<file path="src/hdl/obc_pkg.sv">
`default_nettype none
package obc_pkg;

  localparam int TRIG_ITERATIONS = 16;
  localparam int ATAN_ENTRIES    = 24;
  localparam int ROT_STEPS = (TRIG_ITERATIONS < ATAN_ENTRIES) ? TRIG_ITERATIONS : ATAN_ENTRIES;
  localparam int IDX_W = $clog2(ATAN_ENTRIES);

  localparam int FULL_TURN    = 92160;
  localparam int HALF_TURN    = 46080;
  localparam int QUARTER_TURN = 23040;
  localparam int ONE_Q14      = 16384;
  localparam int RADIUS_RESET = 256;
  localparam logic signed [31:0] CORDIC_GAIN = 32'sd652032874;

  // z = r*2^21/45 split as r*Z_INT + floor(17r/45); 17r/45 by reciprocal
  localparam int Z_INT   = 46603;
  localparam int Z_FRAC  = 17;
  localparam int RECIP45 = 745655;
  localparam int RECIP_SH = 25;

  typedef enum logic [1:0] {
    OP_UPDATE = 2'd0,
    OP_VIEW_X = 2'd1,
    OP_VIEW_Y = 2'd2,
    OP_VIEW_Z = 2'd3
  } op_t;

  typedef enum logic [2:0] {
    MS_UP_X  = 3'd0,
    MS_UP_Y  = 3'd1,
    MS_W_X   = 3'd2,
    MS_W_Y   = 3'd3,
    MS_EYE_X = 3'd4,
    MS_EYE_Y = 3'd5,
    MS_EYE_Z = 3'd6
  } mul_step_t;

  typedef struct packed {
    logic             update;
    logic             reduce;
    logic             seed;
    logic             rotate;
    logic             finish;
    logic             sel;      // 0 azimuth, 1 inclination
    logic [IDX_W-1:0] idx;
    logic             mul;
    mul_step_t        mstep;
    logic             load_out;
  } obc_cmd_t;

  function automatic logic signed [31:0] atan_lut(input logic [IDX_W-1:0] i);
    logic signed [31:0] v;
    unique case (i)
      5'd0:  v = 32'sh20000000;
      5'd1:  v = 32'sh12E4051D;
      5'd2:  v = 32'sh09FB385B;
      5'd3:  v = 32'sh051111D4;
      5'd4:  v = 32'sh028B0D43;
      5'd5:  v = 32'sh0145D7E1;
      5'd6:  v = 32'sh00A2F61E;
      5'd7:  v = 32'sh00517C55;
      5'd8:  v = 32'sh0028BE53;
      5'd9:  v = 32'sh00145F2E;
      5'd10: v = 32'sh000A2F98;
      5'd11: v = 32'sh000517CC;
      5'd12: v = 32'sh00028BE6;
      5'd13: v = 32'sh000145F3;
      5'd14: v = 32'sh0000A2F9;
      5'd15: v = 32'sh0000517C;
      5'd16: v = 32'sh000028BE;
      5'd17: v = 32'sh0000145F;
      5'd18: v = 32'sh00000A2F;
      5'd19: v = 32'sh00000517;
      5'd20: v = 32'sh0000028B;
      5'd21: v = 32'sh00000145;
      5'd22: v = 32'sh000000A2;
      5'd23: v = 32'sh00000051;
      default: v = 32'sh0;
    endcase
    return v;
  endfunction

endpackage
`default_nettype wire

</file>
<file path="src/hdl/obc_ctrl.sv">
`default_nettype none
module obc_ctrl (
  input  wire logic            clk,
  input  wire logic            rst_n,
  input  wire logic            in_tvalid,
  output logic                 in_tready,
  input  wire logic            out_tready,
  output logic                 out_tvalid,
  output obc_pkg::obc_cmd_t    cmd
);

  typedef enum logic [2:0] {
    S_IDLE, S_RED, S_SEED, S_ROT, S_FIN, S_MUL, S_DONE
  } state_t;

  state_t                      state_r;
  logic [obc_pkg::IDX_W-1:0]   cnt_r;
  logic                        sel_r;
  obc_pkg::mul_step_t          mstep_r;
  logic                        out_valid_r;
  logic                        slot_free;

  assign in_tready  = (state_r == S_IDLE);
  assign out_tvalid = out_valid_r;
  assign slot_free  = !out_valid_r || out_tready;

  always_comb begin
    cmd          = '0;
    cmd.sel      = sel_r;
    cmd.idx      = cnt_r;
    cmd.mstep    = mstep_r;
    cmd.update   = (state_r == S_IDLE) && in_tvalid;
    cmd.reduce   = (state_r == S_RED);
    cmd.seed     = (state_r == S_SEED);
    cmd.rotate   = (state_r == S_ROT);
    cmd.finish   = (state_r == S_FIN);
    cmd.mul      = (state_r == S_MUL);
    cmd.load_out = (state_r == S_DONE) && slot_free;
  end

  always_ff @(posedge clk) begin
    if (!rst_n) begin
      state_r     <= S_IDLE;
      cnt_r       <= '0;
      sel_r       <= 1'b0;
      mstep_r     <= obc_pkg::MS_UP_X;
      out_valid_r <= 1'b0;
    end else begin
      if (out_valid_r && out_tready && (state_r != S_DONE)) out_valid_r <= 1'b0;
      unique case (state_r)
        S_IDLE: begin
          if (in_tvalid) begin
            sel_r   <= 1'b0;
            state_r <= S_RED;
          end
        end
        S_RED:  state_r <= S_SEED;
        S_SEED: begin
          cnt_r   <= '0;
          state_r <= S_ROT;
        end
        S_ROT: begin
          cnt_r <= cnt_r + 1'b1;
          if (cnt_r == obc_pkg::IDX_W'(obc_pkg::ROT_STEPS - 1)) state_r <= S_FIN;
        end
        S_FIN: begin
          if (!sel_r) begin
            sel_r   <= 1'b1;
            state_r <= S_RED;
          end else begin
            mstep_r <= obc_pkg::MS_UP_X;
            state_r <= S_MUL;
          end
        end
        S_MUL: begin
          if (mstep_r == obc_pkg::MS_EYE_Z) state_r <= S_DONE;
          else mstep_r <= obc_pkg::mul_step_t'(mstep_r + 3'd1);
        end
        S_DONE: begin
          if (slot_free) begin
            out_valid_r <= 1'b1;
            state_r     <= S_IDLE;
          end
        end
        default: state_r <= S_IDLE;
      endcase
    end
  end

`ifndef SYNTHESIS
  a_iter_range: assert property (@(posedge clk) disable iff (!rst_n)
    (state_r == S_ROT) |-> (cnt_r < obc_pkg::IDX_W'(obc_pkg::ROT_STEPS)))
    else $error("rotation index out of range");
  a_busy_after_accept: assert property (@(posedge clk) disable iff (!rst_n)
    (in_tvalid && in_tready) |=> !in_tready)
    else $error("second item taken while busy");
  a_no_overwrite: assert property (@(posedge clk) disable iff (!rst_n)
    cmd.load_out |-> (!out_valid_r || out_tready))
    else $error("pending result overwritten");
`endif

endmodule
`default_nettype wire

</file>
<file path="config.mk">
export PLATFORM = sky130hd
export DESIGN_NAME = obc_ctrl
export DESIGN_NICKNAME = d
export VERILOG_FILES = /design/src/hdl/obc_pkg.sv /design/src/hdl/obc_ctrl.sv
export SDC_FILE = /design/constraint.sdc
export NUM_CORES = 1
export LEC_CHECK = 0
export BUFFER_PORTS_ARGS = -buffer_cell sky130_fd_sc_hd__buf_2
export CAP_MARGIN = 10
export CORE_UTILIZATION = 45
export CTS_CLUSTER_SIZE = 28
export DETAILED_ROUTE_END_ITERATION = 16
export PLACE_DENSITY = 0.73
export SLEW_MARGIN = 15
export SYNTH_ARGS = -nofsm -noshare
export SYNTH_HDL_FRONTEND = slang
export SYNTH_SLANG_ARGS = --single-unit
</file>
<file path="constraint.sdc">
create_clock -name clk -period 1.6 [get_ports clk]
set_clock_uncertainty 0.05 [all_clocks]
set_input_delay 0.48 -clock clk [delete_from_list [all_inputs] [get_ports clk]]
set_output_delay 0.48 -clock clk [all_outputs]
set_load 0.02 [all_outputs]
</file>
Word-level counts from Yosys, hierarchy flattened:

Index checks and enable logic that the tools add are counted.

* register bits: 13
* output and inout port bits: 18

* equality and inequality tests: 15
* $add $sub $neg: 2
* reductions and logical operators: 13
* mux-type cells: 15

Operator list (number)
* 3-bit two-way mux: 7
* 3-bit case mux with 7 select lines: 1
* 3-bit equality test (second input constant): 4
* 5-bit case mux with 2 select lines: 1
* 3-bit by 2-bit equality test with 1-bit output (second input constant): 2
* 2-bit by 1-bit inequality test with 1-bit output (second input constant): 3
* 2-bit inequality test (second input constant): 3
* 3-bit case mux with 2 select lines: 1
* 2-bit nonzero test: 3
* 5-bit by 1-bit adder with 5-bit output (second input constant): 1
* 5-bit by 4-bit equality test with 1-bit output (second input constant): 1
* 1-bit logical AND: 4
* 1-bit two-way mux: 4
* 4-bit AND reduction: 1
* 3-bit by 1-bit adder with 3-bit output (second input constant): 1
* 3-bit by 1-bit equality test with 1-bit output (second input constant): 1
* 3-bit zero test: 1
* 3-bit inequality test (second input constant): 1
* 3-bit AND reduction: 1
* 1-bit case mux with 2 select lines: 1
* 2-bit AND reduction: 1
* 1-bit zero test: 1
* 1-bit logical OR: 1

Longest topological paths before layout:

Gate-level depths: netlist (run 1).

* word-level depth: 5
* depth in mapped cells: 6
* gate-level depth less buffers: 6

Worst setup path after synthesis (run 1):

Ideal clock, no wire load.

* path type: register to output
* from: register state_r[1]
* to: output cmd[15] (netlist bit)
* cell stages (with the launch flop): 5
* slack: -0.272 ns
* data arrival time: 1.342 ns
* cells stage by stage: dfxtp_1 -> buf_4 -> nor3_1 -> nand2_1 -> inv_1

RTL lines
* start, declared: RTL line obc_ctrl.sv:16 `state_t state_r;`
* start signal, assigned: RTL line obc_ctrl.sv:43 `state_r <= S_IDLE;`
* start signal, assigned: RTL line obc_ctrl.sv:54 `state_r <= S_RED;`
* start signal, assigned: RTL line obc_ctrl.sv:57 `S_RED: state_r <= S_SEED;`
* end, declared: RTL line obc_ctrl.sv:9 `output obc_pkg::obc_cmd_t cmd`

==> metrics.yaml, run 1 <==
route:
  vias_per_cell: 5.72
  wl_per_cell_um: 16.4
  totalWireLength_um: 2590
  drtAntennaViolNets: 0
  drt_first_pass_iters: 5
  drcViolationCount: 0
  initialDrtViolationCount: 23
  dr_total_vias: 903
synthesis:
  synthArstFlopShare: 0
  synth_edf_count: 0
  ys_seq_area_frac: 0.333
  ys_seq_elements: 13
  syn-num-nets: 101
  synth.avg_cell_area_um2: 8.40
  ys_types: 36
  ys.warnings.count: 0
  post_synth_inst_count: 93
  syn_area_um2: 781
  synth_ff_type: "dfxtp_1"
clock_network:
  htree_levels: 1
  clockBufferDepth: 2
  cts-root-buf: "clkbuf_4"
  cts_hold_buf: 0
  cts_tree: "built"
  clk_pin_slew_ns: 0.09
  worstSkewPairLatency_ns: 0.30
  numClockSinks: 13
  numCtsBuffers: 3
outcome:
  failed_checks: "negative setup slack"
  outcome: "finished with violations"
power:
  irDropWorstVdd_uv: 652
  cellPowerDensity_mw_per_mm2: 815
  p_leak_nw: 0.617
  power_mw: 1.05
run:
  drv_cap: 0
floorplanning:
  start_util: 0.501
  dieArea_mm2: 0.00191
  io_pins: 22
  die_y_um: 43.7
  dieWidth_um: 43.7
  core_area_mm2: 0.00156
  placementRows: 14
critical_path:
  crit_buf_inv: 1
  critical_path_class: "reg2out"
  end_kind: "output pin"
  crit_family: "simple AND/OR/NAND/NOR gates"
  worst_setup_path_start_kind: "flop"
  crit_path_max_fanout: 9
  crit_slowest_cell: "dfxtp_4"
  path_cells: "nand2b_1 -> nor2_2 -> buf_4"
  cp.arrival_ns: 1.27
  critPathMaxStageDelay_ns: 0.39
  cp.required_ns: 1.07
global_route:
  grt_max_degree: 15
  grtUsageTotal: 0.250
  grt-ovfl-total: 0
  grt_pass1_wl_um: 3440
  antenna_found_initial: 0
  grt_pass1_vias: 800
sta:
  maxSlewHeadroom: 0.830
  finalHoldViolCount: 0
  whs_ns: 0.468
  rsz0062_at_grt: "yes"
  tightest_slew_ns: 0.255
  drv_slew: 0
  post-route-min-period_ns: 1.80
  fin_tns_setup_ns: -1.21
  post-route-period-util: 1.12
  max_freq_mhz: 556
  finalSetupViolCount: 10
  setup_ws_ns: -0.199
final_layout:
  n_antenna_cell: 0
  nets: 151
  syn_to_final_growth_pct: 65.5
  final_layout_size_suffix_gt1_frac: 0.556
placed_design:
  dp_worst_setup_slack_ns: -0.0288
  portBuffers: 21
  gp_congestion: 0.831
  hpwl_um: 1380
worst_hold_path:
  hold_class: "in2reg"
[cell families after synthesis]
logic type	share of synthesized area
AO/OA/AOI/OAI	0.215
adder cells (fa/ha/maj)	0.0641
buffers and inverters	0.0753
flip-flops	0.333
multiplexers	0.0320
AND/OR/NAND/NOR	0.280
[synth_stat cells (all sizes together) (4+ instances only)]
| cell | number | area [um^2] |
|---|---|---|
| o21ai | 4 | 20.0 |
| buf | 5 | 32.5 |
| inv | 6 | 22.5 |
| and2 | 4 | 25.0 |
| ha | 4 | 50.1 |
| nand2 | 7 | 26.3 |
| nor2b | 5 | 31.3 |
| a21oi | 5 | 28.8 |
| nand3 | 4 | 20.0 |
| nor3 | 6 | 35.0 |
| dfxtp | 13 | 260 |
| nor2 | 6 | 22.5 |
| o21a | 4 | 30.0 |
[layout by cell type, fill, tap and decap left out, types with 3 or more instances in the layout]
cell	count
nand3_1	4
dfxtp_1	8
buf_2	13
buf_4	27
o21ai_1	4
buf_6	11
nor2b_1	4
nand2_1	4
clkbuf_4	3
a21oi_1	4
dfxtp_4	5
nor2_1	5
o21a_1	4
and2_1	4
inv_1	4
[where the power goes]
part / switching [mW] / internal, mW
registers: 0.0293 / 0.339
clock network: 0.130 / 0.0975
logic: 0.212 / 0.245
total: 0.371 / 0.682
[per-stage QoR]
stage / std cells / instance area, um^2 / util
4_1_cts: 151 / 1200 / 0.768
5_1_grt: 158 / 1290 / 0.829
6_report: 158 / 1290 / 0.829
3_5_place_dp: 140 / 1040 / 0.665
3_3_place_gp: 140 / 1040 / 0.665
2_1_floorplan: 93 / 828 / -
[final cells by class]
cell class / count / area, um^2
clock buffers: 4 / 26.3
fillers: 92 / 267
inverters: 6 / 22.5
multi-input cells: 68 / 553
flip-flops and latches: 13 / 279
well taps: 16 / 20.0
repair buffers: 51 / 392
[registers in the layout (all words and copies together), names as in the netlist]
register	cells
out_tvalid	1
sel_r	1
cnt_r	5
mstep_r	3
state_r	3
[what timing repair did]
action                                  CTS  global route
pin swaps                                 2             4
endpoints found under the setup margin    9             9
gates resized for setup                  27            10
buffers inserted                          7             7
[path summary, 6_finish.rpt]
path                   start         end  slack [ns]  cells past startpoint
setup / recovery  state_r[2]     cmd[13]       -0.20                      3
hold / removal         rst_n  state_r[0]        0.47                      2
setup reg to reg    cnt_r[1]  state_r[2]       -0.06                      6
hold reg to reg        sel_r       sel_r        0.53                      2
[layer usage]
layer | routed length (um) | vias to the layer above | track usage | part of all wire
met5 | 0 | - | 0 | 0
met4 | 31 | 0 | 0.0750 | 0.012
met3 | 143 | 7 | 0.0750 | 0.055
met2 | 1350 | 38 | 0.451 | 0.52
met1 | 1070 | 435 | 0.278 | 0.41
li1 | - | 423 | - | -
Note: power is estimated with default switching activity, not from simulation.
==> run 2: changes to the inputs <==
--- a/config.mk
+++ b/config.mk
@@ -5,7 +5,7 @@
 export SDC_FILE = /design/constraint.sdc
 export NUM_CORES = 1
 export LEC_CHECK = 0
-export BUFFER_PORTS_ARGS = -buffer_cell sky130_fd_sc_hd__buf_2
+export BUFFER_PORTS_ARGS = -buffer_cell sky130_fd_sc_hd__clkbuf_2
 export CAP_MARGIN = 10
 export CORE_UTILIZATION = 45
 export CTS_CLUSTER_SIZE = 28
==> run 2 against run 1 <==
Against the previous run:
- the flow still finishes with violations (negative setup slack)
- fmax up 0.70%
- flip-flop and latch count unchanged
- core utilization up 0.64 points
- critical endpoint is now cmd[14]
- largest cell class unchanged
==> metrics.yaml, run 2 (same netlist as run 1, synthesis figures left out) <==
outcome:
  outcome: "finished with violations"
  failed_checks: "negative setup slack"
sta:
  maxSlewHeadroom: 0.766
  drv_slew: 0
  whs_ns: 0.462
  post-route-period-util: 1.12
  finalSetupViolCount: 10
  max_freq_mhz: 560
  fin_tns_setup_ns: -1.05
  rsz0062_at_grt: "yes"
  post-route-min-period_ns: 1.79
  setup_ws_ns: -0.186
  tightest_slew_ns: 0.348
  finalHoldViolCount: 0
worst_hold_path:
  whs_path_depth: 2
  hold_class: "in2reg"
  whs_endpoint: "out_tvalid"
  hold_path_startpoint: "rst_n"
critical_path:
  crit_path_max_fanout: 6
  r2r-start: "cnt_r[1]"
  r2r-end: "state_r[2]"
  cp.arrival_ns: 1.26
  critical_path_class: "reg2out"
  cp.required_ns: 1.07
  end_kind: "output pin"
  reg2reg_slack_ns: -0.05
  rr_worst_depth: 6
  worst_setup_path_start_kind: "flop"
power:
  irDropWorstVdd_uv: 799
  cellPowerDensity_mw_per_mm2: 791
  power_mw: 1.03
  p_seq_frac: 0.357
  p_switching_mw: 0.365
  p_int_mw: 0.666
  power_frac_comb: 0.438
  swShare: 0.354
  p_leak_nw: 0.609
  clkPwrFrac: 0.205
clock_network:
  numCtsBuffers: 3
  cts_hold_buf: 0
  htree_levels: 1
  worstSkewPairLatency_ns: 0.28
  cts_tree: "built"
  numClockSinks: 13
  clockBufferDepth: 2
  cts-root-buf: "clkbuf_4"
  clk_pin_slew_ns: 0.09
floorplanning:
  dieArea_mm2: 0.00191
  io_pins: 22
  die_y_um: 43.7
  core_area_mm2: 0.00156
  placementRows: 14
  start_util: 0.501
  dieWidth_um: 43.7
placed_design:
  gp_congestion: 0.878
  hpwl_um: 1540
  post-place-cells: 141
  portBuffers: 21
route:
  vias_per_cell: 5.80
  met2_length_um: 1420
  totalWireLength_um: 2640
  drtAntennaViolNets: 0
  routed.top_layer: "met4"
  initialDrtViolationCount: 25
  wl_met1_um: 1050
  wl_per_cell_um: 16.6
  dr_total_vias: 922
  drt_first_pass_iters: 4
  wl_met3_um: 115
  drcViolationCount: 0
global_route:
  grt-ovfl-total: 0
  grt_pass1_vias: 904
  grt_max_degree: 9
  antenna_found_initial: 0
  grtUsageTotal: 0.282
  grt_pass1_wl_um: 3950
final_layout:
  fin_util: 0.835
  reg_top3: "cnt_r x5, mstep_r x3, state_r x3"
  final_cell_mix: "buf_4, clkbuf_2, dfxtp_1"
  final_layout_size_suffix_gt1_frac: 0.559
  fillers: 86
  n_antenna_cell: 0
  syn_to_final_growth_pct: 66.8
  top_register: "cnt_r"
  largest_reg_flops: 5
  fin_cells: 159
  layout_commonest_cell: "buf_4"
  nets: 152
run:
  drv_cap: 0
run 2: final cells by class:
type / count / area (um^2) / area share
clock inverter: 1 / 5.00 / 0.00384
tap: 16 / 20.0 / 0.0154
clock buffer: 3 / 22.5 / 0.0173
sequential: 13 / 279 / 0.214
multi-input combinational: 68 / 544 / 0.418
timing repair buffer: 52 / 409 / 0.314
inverter: 6 / 22.5 / 0.0173
run 2: power groups by stage:
stage               combinational [mW]  clock (mW)  sequential, mW
floorplan                        0.195           0           0.357
global placement                 0.291           0           0.368
detailed placement               0.299           0           0.370
CTS                              0.417       0.209           0.364
global route                     0.472       0.225           0.369
finish                           0.451       0.212           0.368
run 2: through the flow:
stage	setup slack (ns)	cell area [um^2]
floorplan	-0.0461	828
finish	-0.186	1300
detailed placement	-0.0198	1040
global placement	-0.00139	1040
CTS	-0.133	1270
global route	-0.233	1300
run 2: routing by layer:
layer,GRT usage,up-vias
met3,0.0417,6
met4,0.106,0
met1,0.305,445
met5,0,-
li1,-,428
met2,0.540,43
run 2: critical path, stage by stage, from the launching register on:
cell     delay [ns]
dfxtp_4        0.43
inv_1          0.08
nor3_1         0.25
buf_2          0.22
run 2: timing repair:
action,CTS,global route
setup buffers,14,1
pin swaps,3,2
gates resized for setup,26,14
endpoints found under the setup margin,9,10
run 2: how the worst max path moves through the flow:
stage                     from          to  slack, ns  cells past startpoint
global placement      cnt_r[1]  state_r[2]     -0.001                      6
finish              state_r[0]     cmd[14]      -0.19                      3
CTS                 state_r[2]     cmd[15]      -0.13                      5
floorplan           state_r[1]     cmd[15]      -0.05                      4
detailed placement    cnt_r[0]  state_r[2]      -0.02                      6
global route        state_r[2]     cmd[15]      -0.23                      5
==> run 3: changes to the inputs <==
--- a/config.mk
+++ b/config.mk
@@ -10,7 +10,7 @@
 export CORE_UTILIZATION = 45
 export CTS_CLUSTER_SIZE = 28
 export DETAILED_ROUTE_END_ITERATION = 16
-export PLACE_DENSITY = 0.73
+export PLACE_DENSITY = 0.71
 export SLEW_MARGIN = 15
 export SYNTH_ARGS = -nofsm -noshare
 export SYNTH_HDL_FRONTEND = slang
==> constraint.sdc (replaced) <==
create_clock -name clk -period 2 [get_ports clk]
set_clock_uncertainty 0.05 [all_clocks]
set_input_delay 0.6 -clock clk [delete_from_list [all_inputs] [get_ports clk]]
set_output_delay 0.6 -clock clk [all_outputs]
set_load 0.02 [all_outputs]
==> run 3 against run 2 <==
Against the previous run:
- the run ends with design-rule violations left
- die area unchanged
- clock power down 22%
- final area down 28%
- hold slack worse by 0.0095 ns
- critical path type unchanged
==> metrics.yaml, run 3 (same netlist as run 1, synthesis figures left out) <==
sta:
  post-route-min-period_ns: 1.92
  tightest_slew_ns: 0.296
  finalSetupViolCount: 0
  post-route-period-util: 0.958
  rsz0062_at_grt: "no"
  fin_tns_setup_ns: 0
  max_freq_mhz: 522
  drv_slew: 0
  finalHoldViolCount: 0
  maxSlewHeadroom: 0.802
power:
  p_leak_nw: 0.438
  irDropWorstVdd_uv: 544
  cellPowerDensity_mw_per_mm2: 702
route:
  totalWireLength_um: 1620
  wl_per_cell_um: 12.3
  vias_per_cell: 5.34
  initialDrtViolationCount: 18
  dr_total_vias: 705
  drt_first_pass_iters: 10
  drtAntennaViolNets: 0
  drcViolationCount: 1
clock_network:
  cts_setup_buffers: 0
  numClockSinks: 13
  cts_tree: "built"
  numCtsBuffers: 3
  worstSkewPairLatency_ns: 0.28
  clk_pin_slew_ns: 0.08
  cts-root-buf: "clkbuf_4"
  htree_levels: 1
  clockBufferDepth: 2
outcome:
  failed_checks: "design-rule violations"
  outcome: "finished with violations"
final_layout:
  final_cell_mix: "clkbuf_2, dfxtp_1, nor2_1, nand2_1"
  reg_top3: "cnt_r x5, mstep_r x3, state_r x3"
  final_layout_size_suffix_gt1_frac: 0.336
  top_register: "cnt_r"
  largest_reg_flops: 5
  syn_to_final_growth_pct: 19.7
  fillers: 154
  nets: 125
  layout_commonest_cell: "clkbuf_2"
  n_antenna_cell: 0
  fin_cells: 132
worst_hold_path:
  whs_endpoint: "cnt_r[1]"
  whs_path_depth: 2
  hold_path_startpoint: "cnt_r[1]"
  hold_class: "reg2reg"
critical_path:
  path_cells: "and2b_4 -> nand2_2 -> inv_2 -> clkbuf_2"
  r2r-start: "cnt_r[0]"
  crit_path_max_fanout: 13
  r2r-end: "state_r[2]"
  crit_slowest_cell: "dfxtp_4"
  critical_path_class: "reg2out"
  critPathMaxStageDelay_ns: 0.39
  cp.required_ns: 1.35
  rr_worst_depth: 6
  worst_setup_path_start_kind: "flop"
  end_kind: "output pin"
  reg2reg_slack_ns: 0.20
  cp.arrival_ns: 1.27
run:
  drv_cap: 0
floorplanning:
  dieWidth_um: 43.7
  io_pins: 22
  dieArea_mm2: 0.00191
  core_area_mm2: 0.00156
  start_util: 0.501
  die_y_um: 43.7
  placementRows: 14
global_route:
  antenna_found_initial: 0
  grtUsageTotal: 0.187
  grt_pass1_vias: 620
  grt-ovfl-total: 0
  grt_max_degree: 15
  grt_pass1_wl_um: 2660
placed_design:
  portBuffers: 21
  gp_congestion: 0.780
  hpwl_um: 1140
  post-place-cells: 128
-- run 3: changes by cell type in the layout (fill, tap and decap cells not counted), moves of 4 or more --
cell	delta
buf_4	-22
buf_6	-7
dfxtp_4	-4
clkbuf_2	+8
-- run 3: repair_timing --
action / CTS / global route
resized for setup: 3 / 2
hold buffers: 0 / 0
endpoints found under the setup margin: 4 / 1
gates cloned: 0 / 0
-- run 3: cell type report --
class                   count  area, um^2  share of cell area
well taps                  16        20.0              0.0214
flip-flops and latches     13         267               0.285
repair buffers             25         135               0.145
multi-input cells          68         464               0.497
clock buffers               4        26.3              0.0281
inverters                   6        22.5              0.0241
-- run 3: how the worst max path moves through the flow --
stage | slack (ns) | cells after the start | start | end
detailed placement | 0.20 | 4 | state_r[2] | cmd[12]
CTS | 0.02 | 4 | state_r[2] | cmd[12]
global placement | 0.21 | 4 | state_r[2] | cmd[12]
global route | 0.005 | 4 | state_r[0] | cmd[15]
floorplan | 0.008 | 4 | state_r[1] | cmd[15]
finish | 0.08 | 4 | state_r[2] | cmd[12]
-- run 3: per-stage QoR --
stage          hold WS (ns)  instance area, um^2   util  power (mW)  setup WS (ns)
3_5_place_dp          0.446                  900  0.577       0.494          0.199
3_3_place_gp          0.431                  900  0.577       0.492          0.207
5_1_grt               0.477                  935  0.600       0.690        0.00483
6_report              0.452                  935  0.600       0.656         0.0836
4_1_cts               0.455                  930  0.596       0.660         0.0177
2_1_floorplan         0.468                  781      -       0.438        0.00828
-- run 3: routing by layer --
metal  GRT usage  wire length, um
met5           0                0
met4      0.0563               14
met3      0.0625               95
met2       0.293              689
met1       0.244              817
-- run 3: critical path, delay by kind of cell (launching register included) --
kind	cells	cell delay (ns)
buf+inv	2	0.21
simple gates	2	0.38
flops	1	0.39
-- run 3: power by group --
| group | leakage, nW | internal (mW) | total (mW) | switching (mW) |
|---|---|---|---|---|
| combinational | 0.316 | 0.0842 | 0.194 | 0.109 |
| clock | 0.0150 | 0.0774 | 0.165 | 0.0874 |
| sequential | 0.107 | 0.271 | 0.298 | 0.0269 |
